==> src/hpd_pkg.sv <==
// ----------------------------------------------------------------------------
// hpd_pkg
// shared types and codes for the hci h4 packet deframer
// ----------------------------------------------------------------------------
package hpd_pkg;

    localparam logic [7:0] IND_ACL   = 8'h02;
    localparam logic [7:0] IND_SCO   = 8'h03;
    localparam logic [7:0] IND_EVENT = 8'h04;

    localparam logic [1:0] ROLE_INDICATOR = 2'd0;
    localparam logic [1:0] ROLE_HEADER    = 2'd1;
    localparam logic [1:0] ROLE_PAYLOAD   = 2'd2;

    localparam logic [1:0] KIND_EVENT = 2'd0;
    localparam logic [1:0] KIND_ACL   = 2'd1;
    localparam logic [1:0] KIND_SCO   = 2'd2;

    localparam logic [1:0] STATUS_OK        = 2'd0;
    localparam logic [1:0] STATUS_BAD_IND   = 2'd1;
    localparam logic [1:0] STATUS_TOO_LONG  = 2'd2;

    localparam logic [15:0] MAX_PACKET_RESET = 16'd1024;
    localparam logic [16:0] ACL_HEADER_BYTES = 17'd4;

    typedef struct packed {
        logic [7:0] data_byte;
        logic [1:0] byte_role;
        logic [1:0] packet_kind;
        logic       end_of_packet;
        logic [1:0] status;
    } result_t;

endpackage

==> src/hpd_if.sv <==
// ----------------------------------------------------------------------------
// hpd interfaces
// valid/ready channels for received bytes, framed results and configuration
// ----------------------------------------------------------------------------
interface hpd_in_if;
    logic       valid;
    logic       ready;
    logic [7:0] rx_byte;

    modport source (output valid, output rx_byte, input ready);
    modport sink   (input valid, input rx_byte, output ready);
endinterface

interface hpd_out_if;
    logic       valid;
    logic       ready;
    logic [7:0] data_byte;
    logic [1:0] byte_role;
    logic [1:0] packet_kind;
    logic       end_of_packet;
    logic [1:0] status;

    modport source (output valid, output data_byte, output byte_role, output packet_kind,
                    output end_of_packet, output status, input ready);
    modport sink   (input valid, input data_byte, input byte_role, input packet_kind,
                    input end_of_packet, input status, output ready);
endinterface

interface hpd_cfg_if;
    logic        valid;
    logic        ready;
    logic [15:0] max_packet_bytes;

    modport source (output valid, output max_packet_bytes, input ready);
    modport sink   (input valid, input max_packet_bytes, output ready);
endinterface

==> src/hpd_front.sv <==
// ----------------------------------------------------------------------------
// hpd_front
// byte framing state machine: classifies each word and pushes its result
// ----------------------------------------------------------------------------
module hpd_front
    import hpd_pkg::*;
(
    input  logic        clk,
    input  logic        rst_n,
    input  logic        in_valid,
    input  logic [7:0]  rx_byte,
    input  logic        cfg_we,
    input  logic [15:0] cfg_data,
    input  logic        push_ready,
    output logic        push_valid,
    output result_t     push_data
);

    typedef enum logic [1:0] {
        PH_IDLE,
        PH_HEADER,
        PH_PAYLOAD
    } phase_t;

    phase_t      phase_reg, phase_next;
    logic [1:0]  kind_reg, kind_next;
    logic [2:0]  hdr_idx_reg, hdr_idx_next;
    logic [15:0] left_reg, left_next;
    logic [7:0]  len_lo_reg, len_lo_next;
    logic [15:0] max_reg;
    result_t     res;
    logic [2:0]  hdr_last;
    logic [15:0] len;
    logic [16:0] total;
    logic [15:0] left_dec;
    logic        accept;

    assign accept     = in_valid && push_ready;
    assign push_valid = in_valid;
    assign push_data  = res;

    always_comb
    begin
        phase_next   = phase_reg;
        kind_next    = kind_reg;
        hdr_idx_next = hdr_idx_reg;
        left_next    = left_reg;
        len_lo_next  = len_lo_reg;
        res.data_byte     = rx_byte;
        res.byte_role     = ROLE_INDICATOR;
        res.packet_kind   = KIND_EVENT;
        res.end_of_packet = 1'b0;
        res.status        = STATUS_OK;
        hdr_last = (kind_reg == KIND_ACL) ? 3'd3 : (kind_reg == KIND_SCO) ? 3'd2 : 3'd1;
        len      = (kind_reg == KIND_ACL) ? {rx_byte, len_lo_reg} : {8'd0, rx_byte};
        total    = ACL_HEADER_BYTES + {1'b0, len};
        left_dec = left_reg - 16'd1;
        case (phase_reg)
            PH_HEADER:
            begin
                res.byte_role   = ROLE_HEADER;
                res.packet_kind = kind_reg;
                if (kind_reg == KIND_ACL && hdr_idx_reg == 3'd2)
                begin
                    len_lo_next = rx_byte;
                end
                if (hdr_idx_reg >= hdr_last)
                begin
                    hdr_idx_next = 3'd0;
                    if (kind_reg == KIND_ACL && total > {1'b0, max_reg})
                    begin
                        res.status = STATUS_TOO_LONG;
                        phase_next = PH_IDLE;
                    end
                    else if (len == 16'd0)
                    begin
                        res.end_of_packet = 1'b1;
                        phase_next        = PH_IDLE;
                    end
                    else
                    begin
                        left_next  = len;
                        phase_next = PH_PAYLOAD;
                    end
                end
                else
                begin
                    hdr_idx_next = hdr_idx_reg + 3'd1;
                end
            end
            PH_PAYLOAD:
            begin
                res.byte_role   = ROLE_PAYLOAD;
                res.packet_kind = kind_reg;
                left_next       = left_dec;
                if (left_dec == 16'd0)
                begin
                    res.end_of_packet = 1'b1;
                    phase_next        = PH_IDLE;
                end
            end
            default:
            begin
                phase_next   = PH_IDLE;
                hdr_idx_next = 3'd0;
                case (rx_byte)
                    IND_EVENT:
                    begin
                        kind_next       = KIND_EVENT;
                        res.packet_kind = KIND_EVENT;
                        phase_next      = PH_HEADER;
                    end
                    IND_ACL:
                    begin
                        kind_next       = KIND_ACL;
                        res.packet_kind = KIND_ACL;
                        phase_next      = PH_HEADER;
                    end
                    IND_SCO:
                    begin
                        kind_next       = KIND_SCO;
                        res.packet_kind = KIND_SCO;
                        phase_next      = PH_HEADER;
                    end
                    default:
                    begin
                        res.status = STATUS_BAD_IND;
                    end
                endcase
            end
        endcase
    end

    always_ff @(posedge clk or negedge rst_n)
    begin
        if (!rst_n)
        begin
            phase_reg   <= PH_IDLE;
            kind_reg    <= KIND_EVENT;
            hdr_idx_reg <= 3'd0;
            left_reg    <= 16'd0;
            len_lo_reg  <= 8'd0;
            max_reg     <= MAX_PACKET_RESET;
        end
        else
        begin
            if (cfg_we)
            begin
                max_reg <= cfg_data;
            end
            if (accept)
            begin
                phase_reg   <= phase_next;
                kind_reg    <= kind_next;
                hdr_idx_reg <= hdr_idx_next;
                left_reg    <= left_next;
                len_lo_reg  <= len_lo_next;
            end
        end
    end

endmodule

==> src/hpd_queue.sv <==
// ----------------------------------------------------------------------------
// hpd_queue
// short result queue between the framing logic and the output channel
// ----------------------------------------------------------------------------
module hpd_queue
    import hpd_pkg::*;
#(
    parameter int DEPTH = 2
)
(
    input  logic    clk,
    input  logic    rst_n,
    input  logic    push_valid,
    output logic    push_ready,
    input  result_t push_data,
    output logic    pop_valid,
    input  logic    pop_ready,
    output result_t pop_data
);

    localparam int PTR_W = (DEPTH > 1) ? $clog2(DEPTH) : 1;
    localparam int CNT_W = $clog2(DEPTH + 1);
    localparam logic [PTR_W-1:0] LAST_PTR = PTR_W'(DEPTH - 1);
    localparam logic [CNT_W-1:0] FULL_CNT = CNT_W'(DEPTH);

    result_t          mem [DEPTH];
    logic [PTR_W-1:0] wr_ptr_reg, wr_ptr_next;
    logic [PTR_W-1:0] rd_ptr_reg, rd_ptr_next;
    logic [CNT_W-1:0] count_reg, count_next;
    logic             push, pop;

    assign push_ready = (count_reg != FULL_CNT);
    assign pop_valid  = (count_reg != '0);
    assign pop_data   = mem[rd_ptr_reg];
    assign push       = push_valid && push_ready;
    assign pop        = pop_valid && pop_ready;

    always_comb
    begin
        wr_ptr_next = wr_ptr_reg;
        rd_ptr_next = rd_ptr_reg;
        count_next  = count_reg;
        if (push)
        begin
            wr_ptr_next = (wr_ptr_reg == LAST_PTR) ? '0 : wr_ptr_reg + 1'b1;
        end
        if (pop)
        begin
            rd_ptr_next = (rd_ptr_reg == LAST_PTR) ? '0 : rd_ptr_reg + 1'b1;
        end
        if (push && !pop)
        begin
            count_next = count_reg + 1'b1;
        end
        else if (pop && !push)
        begin
            count_next = count_reg - 1'b1;
        end
    end

    always_ff @(posedge clk)
    begin
        if (push)
        begin
            mem[wr_ptr_reg] <= push_data;
        end
    end

    always_ff @(posedge clk or negedge rst_n)
    begin
        if (!rst_n)
        begin
            wr_ptr_reg <= '0;
            rd_ptr_reg <= '0;
            count_reg  <= '0;
        end
        else
        begin
            wr_ptr_reg <= wr_ptr_next;
            rd_ptr_reg <= rd_ptr_next;
            count_reg  <= count_next;
        end
    end

endmodule

==> src/hci_h4_packet_deframer_top.sv <==
// ----------------------------------------------------------------------------
// hci_h4_packet_deframer_top
// frames hci h4 packets from a received byte stream, one result per word
// a word accepted at the input is written into the result queue and offered on the output from its head
// throughput: one word per cycle while the result queue has room, set by the framing state machine
// the result queue absorbs output stalls; input ready drops only when it is full
// reset: async active low, waits for an indicator, buffer limit 1024, queue empty
// ----------------------------------------------------------------------------
module hci_h4_packet_deframer_top
    import hpd_pkg::*;
#(
    parameter int QUEUE_DEPTH = 2
)
(
    input  logic      clk,
    input  logic      rst_n,
    hpd_in_if.sink    in_ch,
    hpd_out_if.source out_ch,
    hpd_cfg_if.sink   cfg_ch
);

    logic    push_valid;
    logic    push_ready;
    result_t push_data;
    result_t pop_data;

    assign cfg_ch.ready = 1'b1;
    assign in_ch.ready  = push_ready;

    hpd_front u_front
    (
        .clk        (clk),
        .rst_n      (rst_n),
        .in_valid   (in_ch.valid),
        .rx_byte    (in_ch.rx_byte),
        .cfg_we     (cfg_ch.valid),
        .cfg_data   (cfg_ch.max_packet_bytes),
        .push_ready (push_ready),
        .push_valid (push_valid),
        .push_data  (push_data)
    );

    hpd_queue #(
        .DEPTH (QUEUE_DEPTH)
    ) u_queue
    (
        .clk        (clk),
        .rst_n      (rst_n),
        .push_valid (push_valid),
        .push_ready (push_ready),
        .push_data  (push_data),
        .pop_valid  (out_ch.valid),
        .pop_ready  (out_ch.ready),
        .pop_data   (pop_data)
    );

    assign out_ch.data_byte     = pop_data.data_byte;
    assign out_ch.byte_role     = pop_data.byte_role;
    assign out_ch.packet_kind   = pop_data.packet_kind;
    assign out_ch.end_of_packet = pop_data.end_of_packet;
    assign out_ch.status        = pop_data.status;

endmodule
==> src/flat_wrapper.sv <==
// flat-port wrapper written by rule: the top's interface ports become plain ports
module hci_h4_packet_deframer_top_flat import hpd_pkg::*;
#(
    parameter int QUEUE_DEPTH = 2
)
  (clk, rst_n, in_ch_valid, in_ch_rx_byte, in_ch_ready, out_ch_valid, out_ch_data_byte, out_ch_byte_role, out_ch_packet_kind, out_ch_end_of_packet, out_ch_status, out_ch_ready, cfg_ch_valid, cfg_ch_max_packet_bytes, cfg_ch_ready);
  hpd_in_if in_ch_i ();
  hpd_out_if out_ch_i ();
  hpd_cfg_if cfg_ch_i ();
  input  logic clk;
  input  logic rst_n;
  input wire logic [$bits(in_ch_i.valid)-1:0] in_ch_valid;
  input wire logic [$bits(in_ch_i.rx_byte)-1:0] in_ch_rx_byte;
  output wire logic [$bits(in_ch_i.ready)-1:0] in_ch_ready;
  output wire logic [$bits(out_ch_i.valid)-1:0] out_ch_valid;
  output wire logic [$bits(out_ch_i.data_byte)-1:0] out_ch_data_byte;
  output wire logic [$bits(out_ch_i.byte_role)-1:0] out_ch_byte_role;
  output wire logic [$bits(out_ch_i.packet_kind)-1:0] out_ch_packet_kind;
  output wire logic [$bits(out_ch_i.end_of_packet)-1:0] out_ch_end_of_packet;
  output wire logic [$bits(out_ch_i.status)-1:0] out_ch_status;
  input wire logic [$bits(out_ch_i.ready)-1:0] out_ch_ready;
  input wire logic [$bits(cfg_ch_i.valid)-1:0] cfg_ch_valid;
  input wire logic [$bits(cfg_ch_i.max_packet_bytes)-1:0] cfg_ch_max_packet_bytes;
  output wire logic [$bits(cfg_ch_i.ready)-1:0] cfg_ch_ready;
  assign in_ch_i.valid = in_ch_valid;
  assign in_ch_i.rx_byte = in_ch_rx_byte;
  assign in_ch_ready = in_ch_i.ready;
  assign out_ch_valid = out_ch_i.valid;
  assign out_ch_data_byte = out_ch_i.data_byte;
  assign out_ch_byte_role = out_ch_i.byte_role;
  assign out_ch_packet_kind = out_ch_i.packet_kind;
  assign out_ch_end_of_packet = out_ch_i.end_of_packet;
  assign out_ch_status = out_ch_i.status;
  assign out_ch_i.ready = out_ch_ready;
  assign cfg_ch_i.valid = cfg_ch_valid;
  assign cfg_ch_i.max_packet_bytes = cfg_ch_max_packet_bytes;
  assign cfg_ch_ready = cfg_ch_i.ready;
  hci_h4_packet_deframer_top #(.QUEUE_DEPTH(QUEUE_DEPTH)) u_core (.clk(clk), .rst_n(rst_n), .in_ch(in_ch_i), .out_ch(out_ch_i), .cfg_ch(cfg_ch_i));
endmodule
==> config.mk <==
export PLATFORM = sky130hd
export DESIGN_NAME = hci_h4_packet_deframer_top_flat
export DESIGN_NICKNAME = d
export VERILOG_FILES = /design/src/hpd_pkg.sv /design/src/hpd_if.sv /design/src/hpd_front.sv /design/src/hpd_queue.sv /design/src/hci_h4_packet_deframer_top.sv /design/src/flat_wrapper.sv
export SDC_FILE = /design/constraint.sdc
export NUM_CORES = 1
export LEC_CHECK = 0
export BUFFER_PORTS_ARGS = -buffer_cell sky130_fd_sc_hd__buf_4
export CAP_MARGIN = 20
export CORE_MARGIN = 1.5
export CORE_UTILIZATION = 54
export DETAILED_ROUTE_END_ITERATION = 8
export PLACE_DENSITY_LB_ADDON = 0.05
export SLEW_MARGIN = 5
export SYNTH_ARGS = -nofsm -noshare
export SYNTH_HDL_FRONTEND = slang
export SYNTH_SLANG_ARGS = --single-unit
==> constraint.sdc <==
create_clock -name clk -period 5.8 [get_ports clk]
set_input_delay 0 -clock clk [delete_from_list [all_inputs] [get_ports clk]]
set_output_delay 0 -clock clk [all_outputs]
set_load 0.02 [all_outputs]
After elaboration in Yosys (flattened, before gate mapping)
Memory sizes are Yosys's and may differ from the RTL's.
Cells that the tools add are included.
Operators by class
  add/subtract/negate cells: 7
  $lt $le $gt $ge: 2
  equality and inequality tests: 13
  multiplexer cells: 33
  bitwise gates (word level): 2
  reduce and logical (&&, ||, !) cells: 21
Operators by type and width (number)
  $mux W16: 4
  $logic_not A16 Y1: 2
  $pmux W16 S2: 1
  $mux W2: 10
  $add A3 B16 Y17 const A: 1
  $gt A17 B16 Y1: 1
  $eq A8 B2 Y1 const B: 2
  $pmux W2 S2: 4
  $sub A16 B1 Y16 const B: 1
  $ne A2 B2 Y1 const B: 5
  $mux W1: 9
  $reduce_and A3 Y1: 3
  $eq A8 B3 Y1 const B: 1
  $logic_and A1 B1 Y1: 6
  $mux W3: 2
  $pmux W2 S3: 1
  $pmux W3 S2: 1
  $reduce_bool A2 Y1: 3
  $reduce_and A5 Y1: 1
  $eq A2 B1 Y1 const B: 2
  $eq A2 B2 Y1 const B: 2
  $add A3 B1 Y3 const B: 1
  $eq A3 B2 Y1 const B: 1
  $ge A3 B2 Y1: 1
  other kinds (10): 13
Storage, ports and cells
  register bits: 51
  memory bits (writable): 30
  input port bits: 29
  output and inout port bits: 18
  logic and storage cells: 88
  memories kept: 1
Memories
  u_core.u_queue.mem: words 2, bits a word 15, read ports 1, clocked after memory_dff 0, wr ports 1, RTL line hpd_queue.sv:26  | result_t mem [DEPTH];

Longest topological paths before layout
  word-level depth: 8
  mapped depth: 20
  gate-level depth less buffers: 18

By module
Synthesis repeated with hierarchy kept, for this count alone.
Unflattened totals
  cells, all modules: 488
  area total of the unflattened synthesis: 4979.8 um^2
Modules (own cells, without submodules)
  hpd_front: instances 1, cells each 421, area an instance 3637.2 um^2, seq. area each 1177.4 um^2
  hpd_queue: instances 1, cells each 65, area an instance 1331.3 um^2, seq. area each 1001.0 um^2
  hci_h4_packet_deframer_top: instances 1, cells each 2, area an instance 11.3 um^2, seq. area each 0.0 um^2

Worst setup path after synthesis
No wires, ideal clock.
  path type: register -> register
  start point: register u_core.u_front.kind_reg[1]
  end point: register u_core.u_front.left_reg[15]
  library setup time: 125 ps
  arrival time: 4018 ps
  data required time: 5675 ps
  path slack: 1657 ps
  cell stages (with the launch flop): 20
  path buffers: 1
  period minus slack after synthesis: 4143 ps
  cells stage by stage: dfrtp_1 inv_1 ha_1 buf_6 mux2i_1 inv_1 ha_1 nand4b_1 a22o_2 nor4_1 xor2_1 and2_1 ha_1 nand4_1 nor4_2 o221ai_1 or3_1 a21oi_4 nor2_4 mux2_4
Between the ends
  cells in the longest elaborated chain, start to end: 7
  elaborated cells between the ends (all ways): 18
  classes of those cells: add/sub: 1; order compare: 2; eq/ne: 5; mux: 7; reduce/logical: 3
Ends and longest elaborated chain
  start, declared: RTL line hpd_front.sv:26  | logic [1:0] kind_reg, kind_next;
  start signal, assigned: RTL line hpd_front.sv:154  | kind_reg <= kind_next;
  $eq A2 B1 Y1: RTL line hpd_front.sv:54, hpd_front.sv:55, hpd_front.sv:70
  $mux W16: RTL line hpd_front.sv:55  | len = (kind_reg == KIND_ACL) ? {rx_byte, len_lo_reg} : {8'd0, rx_byte};
  $add A3 B16 Y17: RTL line hpd_front.sv:56  | total = ACL_HEADER_BYTES + {1'b0, len};
  $gt A17 B16 Y1: RTL line hpd_front.sv:70  | if (kind_reg == KIND_ACL && total > {1'b0, max_reg})
  $logic_and A1 B1 Y1: RTL line hpd_front.sv:70
  $ne A2 B2 Y1 (no source line)
  $reduce_and A5 Y1 (no source line)
  end signal, assigned: RTL line hpd_front.sv:156  | left_reg <= left_next;
  end, declared: RTL line hpd_front.sv:28  | logic [15:0] left_reg, left_next;
Several ways; a longest one is shown, not always the timed one. The select of a mux whose other input is x is not followed.
A chain may end at the register's enable or synchronous reset.

Worst setup path after layout
Same ends and word-level chain as after synthesis.

==> metrics.cfg <==
[global_route]
grt_pass1_wl_um=19380
grt-ovfl-total=0
antenna_found_initial=0
grt_max_degree=52
grt_usage_pct=25.47
grt_pass1_vias=3822

[logic_synthesis]
synth-edff-count=30
synth.area.top_cells=dfrtp_1, edfxtp_1, ha_1
syn_area_mm2=0.004885
syn_nets=545
syn-instance-count=487
yosysWarnings=0
synthFlopType=dfrtp_1
yosysTopAreaCell=dfrtp_1
synth-seq-cells=81
synth_cell_types=72
synth_top_area_share_pct=25.61
seq_area_frac_synth_pct=44.60
synthArstFlopShare_pct=62.96
synth.avg_cell_area_um2=10.03

[timing]
slew_viol_final=0
finalHoldViolations=0
timing.hold.ws_ps=28.01
timing.fmax_mhz=207.1
worstMarginPinSlew_ps=826.3
report.final.setup_viol=0
fin_crit_ps=4828
fin_tns_setup_ps=0
finalCritPeriodShare_pct=83.24
slew_headroom_pct=44.41
layout_setup_ws_ps=972.3
fin_skew_ps=17.24
rsz0062_at_grt=false

[layout]
syn_to_final_growth_pct=17.55
final_common_cell=nand2_1
num_antenna_cells=0
nets=611
final_cell_mix=nand2_1, dfrtp_1, buf_4, o21ai_0, inv_1
largest_reg_flops=30
drive_gt1_share_pct=20.07

[setup_path]
reg2reg_to=u_core.u_front.left_reg[15]
cp_max_fo=25
regToRegSetupSlack_ps=970
required_ps=6040
critPathLaunchType=flop
critical_path.cell_chain=inv_1 -> ha_1 -> buf_4 -> mux2i_1 -> nor3_2 -> nor3b_2 -> nand3_1 -> or3_1 -> a21boi_1 -> ha_1 -> nand4_1 -> nor4_2 -> o221ai_1 -> or3_1 -> a21oi_4 -> nor2_4 -> mux2_4
rr_worst_depth=17
r2r-start=u_core.u_front.kind_reg[1]
worst_setup_path_end_kind=flop
arrival_ps=5070
cpMaxStageDelayCell=ha_1
critPathMaxStageDelay_ps=390
cp_num_buf_inv=2
cp_top_family=simple AND/OR/NAND/NOR gates
critPathKind=flop to flop

[route]
via_count=3949
postRouteAntennaNets=0
wl_met2_um=5641
wl_per_cell_um=17.55
met3_length_um=653
routed_via_density=5.929
wl_um=11690
drt_iter0_markers=361
m1WireLength_um=5128
drt_first_pass_iters=6
drc_errors=0
top_layer_used=met4

[placed_design]
globalplace.congestion=0.9019
port_buffers=45
hpwl_um=8258
pre_cts_ws_ps=1043

[clock_network]
cts_made_buffers=9
htree_levels=3
clk_pin_slew_ps=80
root_buffer=clkbuf_8
cts_setup_buffers=0
clock_path_buffers=2
clk_latency_ps=360
cts_tree=done
clkSinkCount=81

[die]
core_mm2=0.008763
dieWidth_um=98.11
die_area_mm2=0.009626
io_pins=47
start_util_pct=55.74
fp.dieH_um=98.11
rows=34

[worst_hold_path]
holdPathStages=3
hp-start=cfg_ch_valid
whs_endpoint=u_core.u_front.max_reg[4]
min-delay-path-class=primary input to flop

[power]
p_leak_nw=2.437
ir_drop_mv=0.1947
power.density_mw_per_mm2=336.5

[status]
status=complete, no violations

[run]
max_cap_violations=0

==> per-layer routing <==
layer	global-route usage [%]	up-vias
li1	-	1884
met1	34.45	1903
met3	3.436	23
met2	41.96	139
met4	9.451	0
met5	0	-
==> area by class of cell <==
type                       instances  area [um2]
multi-input combinational        347        2452
fill                             727        3022
tap                              108       135.1
timing repair buffer              77       648.1
clock inverter                     5       57.56
sequential                        81        2178
inverter                          37       138.9
clock buffer                      11       131.4
==> through the flow <==
step           total power, mW  std cells  utilization (%)  instance area [um2]
2_1_floorplan            1.288        487                -                 4885
3_3_place_gp             1.496        622            60.17                 5273
3_5_place_dp             1.517        622            60.17                 5273
4_1_cts                  1.948        666            65.52                 5742
5_1_grt                  2.046        666            65.52                 5742
6_report                 1.932        666            65.52                 5742
==> worst max-delay path by stage <==
stage,start,end,slack (ps),cells after the start
2_1_floorplan,u_core.u_front.kind_reg[1],u_core.u_front.left_reg[15],1660,19
3_3_place_gp,u_core.u_front.kind_reg[1],u_core.u_front.left_reg[15],1170,17
3_5_place_dp,u_core.u_front.kind_reg[1],u_core.u_front.left_reg[13],1040,18
4_1_cts,u_core.u_front.kind_reg[1],u_core.u_front.left_reg[15],990,17
5_1_grt,u_core.u_front.kind_reg[1],u_core.u_front.left_reg[15],570,17
6_report,u_core.u_front.kind_reg[1],u_core.u_front.left_reg[15],970,17
==> worst register-to-register path, cell delays in order, from the launching register on <==
cell and delay, ps:
dfrtp_1 380, inv_1 90, ha_1 390, buf_4 350, mux2i_1 210, nor3_2 240
nor3b_2 300, nand3_1 210, or3_1 350, a21boi_1 180, ha_1 210, nand4_1 120
nor4_2 340, o221ai_1 210, or3_1 380, a21oi_4 270, nor2_4 160, mux2_4 330
==> cell families (layout without fill, tap and decap cells) <==
group / count (synthesis) / count (layout) / synth area share [%]
and+or+nand+nor: 156 / 156 / 16.50
AOI/OAI and AO/OA: 101 / 101 / 13.55
DFF: 81 / 81 / 44.60
buffers and inverters: 59 / 130 / 5.200
muxes: 39 / 39 / 8.888
adders and majority gates: 29 / 29 / 7.428
xor gates and xnor gates: 21 / 21 / 3.765
other: 1 / 1 / 0.07677
==> Yosys cell counts (3+ instances only) <==
library cell / number
a211oi_1: 3
a21oi_1: 11
a31oi_1: 7
and2_1: 3
buf_2: 3
buf_6: 3
clkbuf_1: 13
dfrtp_1: 50
edfxtp_1: 30
ha_1: 29
inv_1: 37
mux2_2: 26
mux2i_1: 10
nand2_1: 54
nand2b_1: 4
nand3_1: 8
nand4_1: 7
nor2_1: 30
nor3_1: 9
nor4_1: 8
o21ai_0: 40
o221ai_1: 3
o22a_1: 4
o22ai_1: 6
o2bb2ai_1: 5
or2_2: 3
or3_1: 6
xnor2_1: 11
xor2_1: 10
==> what timing repair did <==
action                                 in CTS  in global routing
endpoints found under the hold margin      89                  0
resized for setup                           0                  0
hold buffers                               28                  0
==> where the power goes <==
group	total, mW	switching, mW	leakage [nW]	internal (mW)
logic	0.713	0.391	1.43	0.322
clock network	0.411	0.211	0.0973	0.200
registers	0.808	0.0943	0.913	0.714
Note: power is estimated with default switching activity, not from simulation.
